## src/hdl/lfu_pkg.sv

```systemverilog
// Shared types and constants for the LFU cache table.
// No dependencies; lfu_unit and lfu_cache_table import this package.
package lfu_pkg;

   localparam int KEY_W        = 32;
   localparam int VAL_W        = 32;
   localparam int COUNT_W      = 32;
   localparam int CSR_W        = 5;
   localparam int CAPACITY_DEF = 16;

   localparam logic [CSR_W-1:0]   CSR_RESET = 5'd16;
   localparam logic [COUNT_W-1:0] COUNT_MAX = '1;

   localparam logic ACT_GET = 1'b0;
   localparam logic ACT_PUT = 1'b1;

   typedef struct packed {
      logic                    action;
      logic signed [KEY_W-1:0] search_key;
      logic signed [VAL_W-1:0] write_value;
   } req_type;

   typedef struct packed {
      logic                    hit;
      logic signed [VAL_W-1:0] read_value;
      logic                    evicted;
      logic signed [KEY_W-1:0] evicted_key;
   } rsp_type;

   // What the update sweep does to each entry
   typedef struct packed {
      logic             put;
      logic             hit;
      logic             evict;
      logic             insert;
      logic [KEY_W-1:0] key;
      logic [VAL_W-1:0] wval;
   } upd_ctx_type;

endpackage

```

## src/hdl/lfu_ram.sv

```systemverilog
// Generic simple dual-port RAM: one write port, one read port, registered read.
// Depends on nothing.
module lfu_ram #(
   parameter int WIDTH = 8,
   parameter int DEPTH = 16,
   parameter int ADDR_W = (DEPTH > 1) ? $clog2(DEPTH) : 1
) (
   input  logic              clock,
   input  logic              wr_en,
   input  logic [ADDR_W-1:0] wr_addr,
   input  logic [WIDTH-1:0]  wr_data,
   input  logic              rd_en,
   input  logic [ADDR_W-1:0] rd_addr,
   output logic [WIDTH-1:0]  rd_data
);

   logic [WIDTH-1:0] mem [DEPTH];
   logic [WIDTH-1:0] rd_data_ff;

   always_ff @(posedge clock) begin
      if (wr_en) begin
         mem[wr_addr] <= wr_data;
      end
      if (rd_en) begin
         rd_data_ff <= mem[rd_addr];
      end
   end

   assign rd_data = rd_data_ff;

endmodule

```

## src/hdl/lfu_unit.sv

```systemverilog
// Shared per-entry compare and update unit of the LFU cache table.
// Depends on lfu_pkg; used once per sweep cycle by lfu_cache_table.
module lfu_unit import lfu_pkg::*; #(
   parameter int IDX_W  = 4,
   parameter int RANK_W = 4
) (
   input  upd_ctx_type        ctx,
   input  logic [IDX_W-1:0]   ent_idx,
   input  logic               ent_valid,
   input  logic [KEY_W-1:0]   ent_key,
   input  logic [VAL_W-1:0]   ent_value,
   input  logic [COUNT_W-1:0] ent_count,
   input  logic [RANK_W-1:0]  ent_rank,
   input  logic               vic_found,
   input  logic [IDX_W-1:0]   vic_idx,
   input  logic [COUNT_W-1:0] vic_count,
   input  logic [RANK_W-1:0]  vic_rank,
   input  logic [IDX_W-1:0]   hit_idx,
   input  logic [RANK_W-1:0]  hit_rank,
   input  logic [IDX_W-1:0]   ins_idx,
   output logic               match,
   output logic               better,
   output logic               free,
   output logic               new_valid,
   output logic [KEY_W-1:0]   new_key,
   output logic [VAL_W-1:0]   new_value,
   output logic [COUNT_W-1:0] new_count,
   output logic [RANK_W-1:0]  new_rank
);

   // Scan compares
   assign match  = ent_valid && (ent_key == ctx.key);
   assign free   = !ent_valid;
   assign better = ent_valid &&
                   (!vic_found || (ent_count < vic_count) ||
                    ((ent_count == vic_count) && (ent_rank > vic_rank)));

   // Update rewrite
   always_comb begin
      new_valid = ent_valid;
      new_key   = ent_key;
      new_value = ent_value;
      new_count = ent_count;
      new_rank  = ent_rank;
      if (ctx.hit) begin
         if (ent_idx == hit_idx) begin
            new_rank  = '0;
            new_count = (ent_count == COUNT_MAX) ? ent_count : ent_count + COUNT_W'(1);
            if (ctx.put) begin
               new_value = ctx.wval;
            end
         end else if (ent_valid && (ent_rank < hit_rank)) begin
            new_rank = ent_rank + RANK_W'(1);
         end
      end else if (ctx.insert) begin
         if (ent_idx == ins_idx) begin
            new_valid = 1'b1;
            new_key   = ctx.key;
            new_value = ctx.wval;
            new_count = COUNT_W'(1);
            new_rank  = '0;
         end else if (ctx.evict && (ent_idx == vic_idx)) begin
            new_valid = 1'b0;
         end else if (ent_valid) begin
            // close the gap left by the victim, then age for the new entry
            if (!(ctx.evict && (ent_rank > vic_rank))) begin
               new_rank = ent_rank + RANK_W'(1);
            end
         end
      end
   end

endmodule

```

## src/hdl/lfu_cache_table.sv

```systemverilog
// LFU cache table with LRU tie break: key/value store of up to CAPACITY entries.
//
// Usage:
//  - req channel (req_valid/req_stall/req_data): one get or put item. It is taken
//    when req_valid is high and req_stall low. req_stall is high while an item
//    is being worked on and during the clearing pass.
//  - rsp channel (rsp_valid/rsp_stall/rsp_data): one result item per request, held
//    in an output register until rsp_stall is low. A new request is taken while
//    an older result still waits there; only the hand-over of the next result
//    waits for the register to drain.
//  - csr_we/csr_wdata write capacity_in_use (reset 16); write only while idle.
// Timing: each item scans the table one entry per cycle through the shared
// compare unit and one RAM read port, then passes a decide state, then,
// unless it is a get miss or a put at capacity zero, an update sweep that
// rewrites every entry.
// Reset: synchronous; a clearing pass then marks every entry invalid, with
// req_stall high meanwhile.
module lfu_cache_table import lfu_pkg::*; #(
   parameter int CAPACITY = CAPACITY_DEF
) (
   input  logic             clock,
   input  logic             reset,
   input  logic             req_valid,
   output logic             req_stall,
   input  req_type          req_data,
   output logic             rsp_valid,
   input  logic             rsp_stall,
   output rsp_type          rsp_data,
   input  logic             csr_we,
   input  logic [CSR_W-1:0] csr_wdata
);

   localparam int IDX_W  = (CAPACITY > 1) ? $clog2(CAPACITY) : 1;
   localparam int RANK_W = IDX_W;
   localparam int FILL_W = $clog2(CAPACITY + 1);
   localparam int CMP_W  = (FILL_W > CSR_W) ? FILL_W : CSR_W;
   localparam int ENT_W  = 1 + KEY_W + VAL_W + COUNT_W + RANK_W;

   localparam logic [IDX_W-1:0]  LAST_IDX = IDX_W'(CAPACITY - 1);
   localparam logic [FILL_W-1:0] CAP_CNT  = FILL_W'(CAPACITY);
   localparam logic [CMP_W-1:0]  CAP_CMP  = CMP_W'(CAPACITY);

   typedef enum logic [5:0] {
      ST_CLEAR  = 6'b000001,
      ST_IDLE   = 6'b000010,
      ST_SCAN   = 6'b000100,
      ST_DECIDE = 6'b001000,
      ST_UPDATE = 6'b010000,
      ST_DONE   = 6'b100000
   } fsm_type;

   // control state
   fsm_type           fsm_ff, fsm_in;
   logic [FILL_W-1:0] cnt_ff, cnt_in;
   logic              rd_vld_ff, rd_vld_in;
   logic [IDX_W-1:0]  rd_idx_ff, rd_idx_in;
   logic [FILL_W-1:0] fill_ff, fill_in;
   logic [CSR_W-1:0]  csr_ff, csr_in;
   logic              rsp_valid_ff, rsp_valid_in;

   // item and scan results
   req_type            item_ff, item_in;
   rsp_type            rsp_data_ff, rsp_data_in;
   logic               hit_ff, hit_in;
   logic [IDX_W-1:0]   hit_idx_ff, hit_idx_in;
   logic [RANK_W-1:0]  hit_rank_ff, hit_rank_in;
   logic [VAL_W-1:0]   hit_value_ff, hit_value_in;
   logic               vic_ff, vic_in;
   logic [IDX_W-1:0]   vic_idx_ff, vic_idx_in;
   logic [COUNT_W-1:0] vic_count_ff, vic_count_in;
   logic [RANK_W-1:0]  vic_rank_ff, vic_rank_in;
   logic [KEY_W-1:0]   vic_key_ff, vic_key_in;
   logic               free_ff, free_in;
   logic [IDX_W-1:0]   free_idx_ff, free_idx_in;
   logic               full_ff, full_in;

   // RAM port
   logic             ram_we, ram_re;
   logic [IDX_W-1:0] ram_waddr, ram_raddr;
   logic [ENT_W-1:0] ram_wdata, ram_rdata;

   logic               rd_valid;
   logic [KEY_W-1:0]   rd_key;
   logic [VAL_W-1:0]   rd_value;
   logic [COUNT_W-1:0] rd_count;
   logic [RANK_W-1:0]  rd_rank;

   logic               u_match, u_better, u_free;
   logic               nw_valid;
   logic [KEY_W-1:0]   nw_key;
   logic [VAL_W-1:0]   nw_value;
   logic [COUNT_W-1:0] nw_count;
   logic [RANK_W-1:0]  nw_rank;

   upd_ctx_type      ctx;
   logic             cap_zero, table_full, issue, rsp_load;
   logic [CMP_W-1:0] cap_eff;
   logic [IDX_W-1:0] ins_idx;

   assign {rd_valid, rd_key, rd_value, rd_count, rd_rank} = ram_rdata;

   lfu_ram #(
      .WIDTH (ENT_W),
      .DEPTH (CAPACITY),
      .ADDR_W(IDX_W)
   ) u_ram (
      .clock  (clock),
      .wr_en  (ram_we),
      .wr_addr(ram_waddr),
      .wr_data(ram_wdata),
      .rd_en  (ram_re),
      .rd_addr(ram_raddr),
      .rd_data(ram_rdata)
   );

   lfu_unit #(
      .IDX_W (IDX_W),
      .RANK_W(RANK_W)
   ) u_unit (
      .ctx      (ctx),
      .ent_idx  (rd_idx_ff),
      .ent_valid(rd_valid),
      .ent_key  (rd_key),
      .ent_value(rd_value),
      .ent_count(rd_count),
      .ent_rank (rd_rank),
      .vic_found(vic_ff),
      .vic_idx  (vic_idx_ff),
      .vic_count(vic_count_ff),
      .vic_rank (vic_rank_ff),
      .hit_idx  (hit_idx_ff),
      .hit_rank (hit_rank_ff),
      .ins_idx  (ins_idx),
      .match    (u_match),
      .better   (u_better),
      .free     (u_free),
      .new_valid(nw_valid),
      .new_key  (nw_key),
      .new_value(nw_value),
      .new_count(nw_count),
      .new_rank (nw_rank)
   );

   // Effective capacity: the register clipped to the table size
   assign cap_zero   = (csr_ff == '0);
   assign cap_eff    = (CMP_W'(csr_ff) > CAP_CMP) ? CAP_CMP : CMP_W'(csr_ff);
   assign table_full = (CMP_W'(fill_ff) >= cap_eff);

   // Decision from the finished scan; stable through the update sweep.
   // The full flag is taken at the end of the scan, before fill moves.
   always_comb begin
      ctx.put    = (item_ff.action == ACT_PUT);
      ctx.key    = item_ff.search_key;
      ctx.wval   = item_ff.write_value;
      ctx.hit    = hit_ff && !(ctx.put && cap_zero);
      ctx.evict  = ctx.put && !cap_zero && !hit_ff && full_ff && vic_ff;
      ctx.insert = ctx.put && !cap_zero && !hit_ff && (free_ff || ctx.evict);
   end

   // Insert into the first free slot once the victim is gone
   assign ins_idx = (ctx.evict && (!free_ff || (vic_idx_ff < free_idx_ff))) ?
                    vic_idx_ff : free_idx_ff;

   assign issue    = (cnt_ff < CAP_CNT);
   assign rsp_load = (fsm_ff == ST_DONE) && (!rsp_valid_ff || !rsp_stall);

   always_comb begin
      fsm_in       = fsm_ff;
      cnt_in       = cnt_ff;
      rd_vld_in    = 1'b0;
      rd_idx_in    = cnt_ff[IDX_W-1:0];
      fill_in      = fill_ff;
      csr_in       = csr_we ? csr_wdata : csr_ff;
      rsp_valid_in = rsp_valid_ff && rsp_stall;
      item_in      = item_ff;
      rsp_data_in  = rsp_data_ff;
      hit_in       = hit_ff;
      hit_idx_in   = hit_idx_ff;
      hit_rank_in  = hit_rank_ff;
      hit_value_in = hit_value_ff;
      vic_in       = vic_ff;
      vic_idx_in   = vic_idx_ff;
      vic_count_in = vic_count_ff;
      vic_rank_in  = vic_rank_ff;
      vic_key_in   = vic_key_ff;
      free_in      = free_ff;
      free_idx_in  = free_idx_ff;
      full_in      = full_ff;
      ram_we       = 1'b0;
      ram_waddr    = cnt_ff[IDX_W-1:0];
      ram_wdata    = '0;
      ram_re       = 1'b0;
      ram_raddr    = cnt_ff[IDX_W-1:0];

      case (fsm_ff)
         ST_CLEAR: begin
            // write an invalid entry at every address
            ram_we = 1'b1;
            cnt_in = cnt_ff + FILL_W'(1);
            if (cnt_ff[IDX_W-1:0] == LAST_IDX) begin
               cnt_in = '0;
               fsm_in = ST_IDLE;
            end
         end
         ST_IDLE: begin
            if (req_valid) begin
               item_in = req_data;
               cnt_in  = '0;
               hit_in  = 1'b0;
               vic_in  = 1'b0;
               free_in = 1'b0;
               fsm_in  = ST_SCAN;
            end
         end
         ST_SCAN: begin
            if (issue) begin
               ram_re    = 1'b1;
               rd_vld_in = 1'b1;
               cnt_in    = cnt_ff + FILL_W'(1);
            end
            if (rd_vld_ff) begin
               if (u_match && !hit_ff) begin
                  hit_in       = 1'b1;
                  hit_idx_in   = rd_idx_ff;
                  hit_rank_in  = rd_rank;
                  hit_value_in = rd_value;
               end
               if (u_better) begin
                  vic_in       = 1'b1;
                  vic_idx_in   = rd_idx_ff;
                  vic_count_in = rd_count;
                  vic_rank_in  = rd_rank;
                  vic_key_in   = rd_key;
               end
               if (u_free && !free_ff) begin
                  free_in     = 1'b1;
                  free_idx_in = rd_idx_ff;
               end
               if (rd_idx_ff == LAST_IDX) begin
                  full_in = table_full;
                  fsm_in  = ST_DECIDE;
               end
            end
         end
         ST_DECIDE: begin
            cnt_in = '0;
            fsm_in = (ctx.hit || ctx.insert) ? ST_UPDATE : ST_DONE;
         end
         ST_UPDATE: begin
            if (issue) begin
               ram_re    = 1'b1;
               rd_vld_in = 1'b1;
               cnt_in    = cnt_ff + FILL_W'(1);
            end
            if (rd_vld_ff) begin
               // write back the entry read last cycle
               ram_we    = 1'b1;
               ram_waddr = rd_idx_ff;
               ram_wdata = {nw_valid, nw_key, nw_value, nw_count, nw_rank};
               if (rd_idx_ff == LAST_IDX) begin
                  fill_in = fill_ff - (ctx.evict ? FILL_W'(1) : '0)
                                    + (ctx.insert ? FILL_W'(1) : '0);
                  fsm_in  = ST_DONE;
               end
            end
         end
         ST_DONE: begin
            if (rsp_load) begin
               rsp_data_in.hit         = ctx.hit;
               rsp_data_in.read_value  = (!ctx.put && hit_ff) ? hit_value_ff : '0;
               rsp_data_in.evicted     = ctx.evict;
               rsp_data_in.evicted_key = ctx.evict ? vic_key_ff : '0;
               rsp_valid_in            = 1'b1;
               fsm_in                  = ST_IDLE;
            end
         end
         default: begin
            fsm_in = ST_IDLE;
         end
      endcase
   end

   always_ff @(posedge clock) begin
      if (reset) begin
         fsm_ff       <= ST_CLEAR;
         cnt_ff       <= '0;
         rd_vld_ff    <= 1'b0;
         fill_ff      <= '0;
         csr_ff       <= CSR_RESET;
         rsp_valid_ff <= 1'b0;
      end else begin
         fsm_ff       <= fsm_in;
         cnt_ff       <= cnt_in;
         rd_vld_ff    <= rd_vld_in;
         fill_ff      <= fill_in;
         csr_ff       <= csr_in;
         rsp_valid_ff <= rsp_valid_in;
      end
   end

   always_ff @(posedge clock) begin
      rd_idx_ff    <= rd_idx_in;
      item_ff      <= item_in;
      rsp_data_ff  <= rsp_data_in;
      hit_ff       <= hit_in;
      hit_idx_ff   <= hit_idx_in;
      hit_rank_ff  <= hit_rank_in;
      hit_value_ff <= hit_value_in;
      vic_ff       <= vic_in;
      vic_idx_ff   <= vic_idx_in;
      vic_count_ff <= vic_count_in;
      vic_rank_ff  <= vic_rank_in;
      vic_key_ff   <= vic_key_in;
      free_ff      <= free_in;
      free_idx_ff  <= free_idx_in;
      full_ff      <= full_in;
   end

   assign req_stall = (fsm_ff != ST_IDLE);
   assign rsp_valid = rsp_valid_ff;
   assign rsp_data  = rsp_data_ff;

   // fill never exceeds the table size
   a_fill_bound: assert property (@(posedge clock) disable iff (reset)
      fill_ff <= CAP_CNT)
      else $error("fill count above table size");

   // RAM read data only arrives during a sweep
   a_rd_in_sweep: assert property (@(posedge clock) disable iff (reset)
      rd_vld_ff |-> (fsm_ff == ST_SCAN || fsm_ff == ST_UPDATE))
      else $error("read data outside a sweep");

   // a hit never also inserts
   a_hit_no_insert: assert property (@(posedge clock) disable iff (reset)
      (fsm_ff == ST_UPDATE) |-> !(ctx.hit && ctx.insert))
      else $error("hit and insert together");

   // an eviction needs a non-empty table
   a_evict_fill: assert property (@(posedge clock) disable iff (reset)
      (fsm_ff == ST_UPDATE && ctx.evict) |-> (fill_ff != '0))
      else $error("eviction from an empty table");

   // a loaded result is presented next cycle
   a_rsp_load: assert property (@(posedge clock) disable iff (reset)
      rsp_load |=> rsp_valid_ff)
      else $error("result lost at load");

endmodule
```

## config.mk

```make
export PLATFORM = sky130hd
export DESIGN_NAME = lfu_cache_table
export DESIGN_NICKNAME = d
export VERILOG_FILES = /design/src/hdl/lfu_pkg.sv /design/src/hdl/lfu_ram.sv /design/src/hdl/lfu_unit.sv /design/src/hdl/lfu_cache_table.sv
export SDC_FILE = /design/constraint.sdc
export NUM_CORES = 2
export LEC_CHECK = 0
export BUFFER_PORTS_ARGS = -buffer_cell sky130_fd_sc_hd__buf_2
export CAP_MARGIN = 20
export CORE_ASPECT_RATIO = 1.4
export CORE_MARGIN = 5
export CORE_UTILIZATION = 40
export DETAILED_ROUTE_END_ITERATION = 6
export GPL_TIMING_DRIVEN = 0
export PLACE_DENSITY_LB_ADDON = 0.05
export SLEW_MARGIN = 20
export SYNTH_ARGS = -nofsm -noshare
export SYNTH_HDL_FRONTEND = slang
export SYNTH_HIERARCHICAL = 1
export SYNTH_SLANG_ARGS = --single-unit
```

## constraint.sdc

```tcl
create_clock -name clock -period 14.1 [get_ports clock]
set_clock_uncertainty 0.15 [all_clocks]
set_input_delay 1.41 -clock clock [delete_from_list [all_inputs] [get_ports clock]]
set_output_delay 1.41 -clock clock [all_outputs]
set_load 0.05 [all_outputs]
```

Word-level counts from Yosys, hierarchy flattened --
Memories as Yosys holds them, arrays and structs flattened. A register that Yosys moved wholly into a read port is not among the register bits. Index checks and enable logic that the tools add are counted.
Storage, ports and cells: bits in registers 278, memory bits (writable) 1616, input bits 75, output and inout bits 68, word-level logic and storage cells 179, memories 1
Cells by class: add/subtract/negate cells 5, magnitude comparators 7, equality and inequality tests 26, muxes and demuxes 64, reduce and logical (&&, ||, !) cells 50
Memories:
- u_ram.mem | depth 16, width 101, read ports 1, clocked after Yosys merged registers in 1, write ports 1, line lfu_ram.sv:17 | logic [WIDTH-1:0] mem [DEPTH];
Operators with widths (count):
- $mux 32 | 13
- $mux 101 | 2
- $eq 32x32->1 | 2
- $mux 6 | 8
- $mux 4 | 11
- $pmux 6 s6 | 1
- $add 32x1->32 const B | 1
- $eq 32x32->1 const B | 1
- $lt 32x32->1 | 1
- $mux 1 | 20
- $mux 5 | 4
- $ne 2x2->1 const B | 10
- $pmux 5 s4 | 1
- $logic_and 1x1->1 | 19
- $reduce_and 3->1 | 6
- $eq 4x4->1 | 3
- $reduce_and 4->1 | 3
- $logic_not 1->1 | 9
- $eq 4x4->1 const B | 2
- $lt 4x4->1 | 2
- $pmux 1 s2 | 4
- $reduce_and 7->1 | 1
- $eq 6x1->1 const B | 1
- $eq 6x2->1 const B | 1
- other kinds (20) | 26

Longest topological paths before layout --
depth in word-level cells 15, depth in mapped cells 14, mapped depth without buffers 14

Hierarchy --
Netlist, hierarchy kept.
By module, submodules not included:
- lfu_ram | instances 1, cells an instance 2585, area an instance 63473.4 um^2, sequential area each 51559.4 um^2
- lfu_cache_table | instances 1, cells an instance 680, area an instance 10656.5 um^2, sequential area each 8077.7 um^2
- lfu_unit | instances 1, cells an instance 506, area an instance 3343.2 um^2, sequential area each 0.0 um^2

Worst setup path after synthesis --
Ideal clock, no wire load.
kind register to register, from reg fsm_ff[5], to mem u_ram/mem[0][0] (netlist bit), enable pin, setup time 0.685 ns, data arrival time 8.887 ns, data required time 13.265 ns, slack 4.378 ns, cell stages (with the launch flop) 10, buffers on the path 3, period minus slack after synthesis 9.722 ns, path through dfxtp_1 -> buf_2 -> nor2_4 -> and4b_2 -> buf_2 -> and2_1 -> clkbuf_1 -> mux2_2 -> or3b_1 -> nor3_1
On the way: elaborated cells between the ends (all ways) 6, classes of those cells eq/ne: 2; mux: 4
RTL lines:
- start, declared | line lfu_cache_table.sv:53 | fsm_type fsm_ff, fsm_in;
- start signal, assigned | line lfu_cache_table.sv:292 | fsm_ff <= fsm_in;
- $eq 6x5->1 | line lfu_cache_table.sv:195 | case (fsm_ff)
- $mux 4 | line lfu_cache_table.sv:195
- via ram_waddr[2] | line lfu_cache_table.sv:79 | logic [IDX_W-1:0] ram_waddr, ram_raddr;
- end, declared | line lfu_ram.sv:17
The timed path passes the listed nets, and every way through them passes these cells.

Worst setup path after layout --
from reg fsm_ff[5], to mem u_ram/mem[4][55] (netlist bit), enable pin
Same word-level chain as after synthesis.

==> results by group <==
Timing
  – Setup TNS: 0 ps
  – Tcrit/Tclk final: 36.76%
  – Worst rel slew slack: 32.47%
  – Fmax achieved: 192.9 MHz
  – Final slew viol count: 0
  – Final WS setup: 8916 ps
  – Worst Tran Pin Value: 1013 ps
  – RSZ-0062 raised after global routing: false
  – Final hold vios: 0
  – Setup Viol. Count Final: 0
  – Minimum clock period after layout: 5184 ps

Placement
  – Post-DP HPWL: 147400 um
  – Port Buf Inserts: 141
  – Area of placed instances: 84630 um2
  – Worst slack at placement: 8943 ps
  – GPL Wtd Cong: 0.7468

Clocking
  – Number of CTS-inserted buffers: 203
  – CTS clk-pin slew, worst paths: 60 ps
  – Worst-Skew Late Latency: 830 ps
  – Clk root buf: clkbuf_16
  – CTS Buffer Depth: 4
  – Post-CTS Hold Buffers: 0
  – H-tree levels: 4
  – CTS tree: yes
  – Post-CTS Setup Repair Bufs: 0
  – Sink Count: 1995
  – Post-CTS sizing: 0

Cells and area
  – Share of cells above drive strength 1: 26.69%
  – Final net count: 4443
  – Final Cell Area: 90790 um2
  – Final Core Density: 47.02%
  – FILL cells: 16290
  – Layout area overhead: 17.19%

Synth
  – Ys flop type: edfxtp_1
  – Syn nets: 3903
  – Area leader, netlist: edfxtp_1
  – Synthesized area: 77470 um2
  – Avg Cell Area, Syn: 20.54 um2
  – Asr flop ratio synth: 0%
  – Unique masters post-synth: 80
  – Post-synth EDFFs: 1968
  – Ys Warns: 6
  – Flops & latches, synth: 1995
  – Mapped Cells: 3771
  – Sequential-to-total area share from yosys stat: 76.98%
  – Synth area leaders: edfxtp_1, mux4_2, a22oi_1, nand2_1, and3_1
  – Synth top area share: 76.28%

Job
  – Max-cap violations: 0

Power
  – Leak: 32.30 nW
  – Pwr/cell area: 163.3 nW/um2
  – Power Total: 14.83 mW
  – Max rail drop VDD: 0.08278 mV

Critical path
  – Startpoint Class: flop
  – Worst EP arrival: 5570 ps
  – Worst Path Class, Setup: flop to flop
  – R2R Path Start: fsm_ff[5]
  – Critical path capture point type: flop
  – Reg2Reg Setup Slack: 8920 ps
  – Reg2reg end: u_ram/mem[4][55]
  – WP data required: 14480 ps
  – Reg2Reg Depth: 17
  – Worst Path Max Fanout: 9

Global routing
  – Largest net degree at the start of global routing: 49
  – Initial antenna violation count: 9
  – Gr usage total: 21.37%
  – Total congestion overflow: 0
  – Global-route wire length before repair: 308900 um
  – Vias in the first global route: 40840

Floorplanning
  – I/O pin count: 143
  – Die height: 530.7 um
  – Num rows: 191
  – Initial Util: 40.12%
  – Die ar.: 202700 um2
  – Die Width: 381.9 um
  – Total core area: 193100 um2

Route
  – Wirelength, routed: 217700 um
  – # DRC: 0
  – Initial drt markers: 3024
  – Average wire per standard cell: 31.22 um
  – Vias per cell: 5.594
  – Routed Antenna Nets: 0
  – Via Count: 39004
  – Drt first pass iters: 5

Min path
  – Hold path start: cnt_ff[1]
  – Worst Hold Endpoint: rd_idx_ff[1]
  – Hold Path Stages: 0
  – Worst Hold Class: flop to flop

Status
  – Status: finished clean
[how the worst max path moves through the flow]
stage / startpoint / to / cells after the start
final: fsm_ff[5] / u_ram/mem[4][55] / 17
after global routing: fsm_ff[5] / u_ram/mem[4][55] / 17
after CTS: fsm_ff[5] / u_ram/mem[4][55] / 17
after detailed placement: fsm_ff[5] / u_ram/mem[4][56] / 17
after global placement: fsm_ff[5] / u_ram/mem[0][56] / 9
after floorplan: fsm_ff[5] / u_ram/mem[0][0] / 9
[critical path, cell delays in order, from the launching register on]
cell,delay (ps)
dfxtp_1,290
buf_2,190
nor2_4,200
and4b_2,240
buf_2,430
and2_1,190
clkbuf_1,260
mux2_2,410
nand3b_1,400
nor3_2,600
buf_6,240
buf_6,150
buf_6,160
buf_6,150
buf_4,180
buf_4,210
buf_4,210
buf_6,170
[through the flow]
step | hold slack (ps) | instances
6_report | 274.0 | 6972
5_1_grt | 302.4 | 6969
4_1_cts | 278.9 | 6968
3_5_place_dp | 281.0 | 6615
3_3_place_gp | 277.3 | 6421
2_1_floorplan | 228.3 | 3771
[flip-flops by register name, summed over array words and instances, names as in the netlist]
| register | flops |
|---|---|
| cnt_ff | 5 |
| csr_ff | 5 |
| ctx | 65 |
| fill_ff | 5 |
| free_ff | 1 |
| free_idx_ff | 4 |
| fsm_ff | 6 |
| full_ff | 1 |
| hit_ff | 1 |
| hit_idx_ff | 4 |
| hit_rank_ff | 4 |
| hit_value_ff | 32 |
| rd_idx_ff | 4 |
| rd_vld_ff | 1 |
| rsp_data | 66 |
| rsp_valid | 1 |
| u_ram/mem | 1616 |
| u_ram/rd_data | 101 |
| vic_count_ff | 32 |
| vic_ff | 1 |
| vic_idx_ff | 4 |
| vic_key_ff | 32 |
| vic_rank_ff | 4 |
[final cells by class]
cell class                      instances  area [um2]  area share, %
Sequential cell                      1995       59640          65.69
Multi-Input combinational cell       1520       16700          18.39
Clock buffer                          241        5286          5.822
Timing Repair Buffer                  335        3842          4.232
Tap cell                             2509        3139          3.458
Buffer                                191        1066          1.174
Clock inverter                        112       860.8         0.9481
Inverter                               65       249.0         0.2742
Antenna cell                            4       10.01        0.01102
[synth_stat cells, types with 5 or more instances]
master and count:
a21o_1 11, buf_2 34, buf_4 19, nor4_1 7, nor3_1 13, edfxtp_1 1968, ha_1 56, nor2_1 37
inv_1 65, and4_1 6, nand3_1 32, dfxtp_1 27, nand2b_1 7, nand2_1 249, buf_6 30, a22oi_1 203
mux4_2 404, a211oi_1 5, nand4_1 26, xnor2_1 42, o31ai_1 13, mux2i_1 13, a21oi_1 33, buf_1 15
and3_1 115, xor2_1 7, and2_1 70, a21boi_0 5, nor2b_1 9, o211ai_1 17, o21ai_0 23, clkbuf_1 93
mux2_2 39
[report_power, final]
group	total [mW]	switching (mW)	internal [mW]
clock network	5.12	2.23	2.89
logic	2.70	1.57	1.13
registers	7.00	0.0831	6.92
[cells in the final DEF, fill, tap and decap left out, drive strengths merged, types with 38 or more instances in the layout]
master	instances
edfxtp	1968
buf	433
mux4	404
clkbuf	334
nand2	249
a22oi	203
and3	115
clkinv	89
and2	74
inv	67
ha	56
xnor2	42
mux2	41
nor2	38
[metal layers]
metal	global-route usage, %	wire length, um	up-vias
met4	5.774	5867	0
met2	36.17	108200	1043
met1	28.87	92510	21043
met5	0	0	-
li1	-	-	16625
met3	3.620	11090	293
[kinds of logic after synthesis]
group	after synthesis	share of synthesized area, %
DFF	1995	76.98
and+or+nand+nor	613	4.142
muxes	458	12.51
AOI/OAI and AO/OA	343	3.209
buffers and inverters	256	1.678
adders and majority gates	57	0.9302
xor gates and xnor gates	49	0.5539
Power figures use the tool's default switching activity.
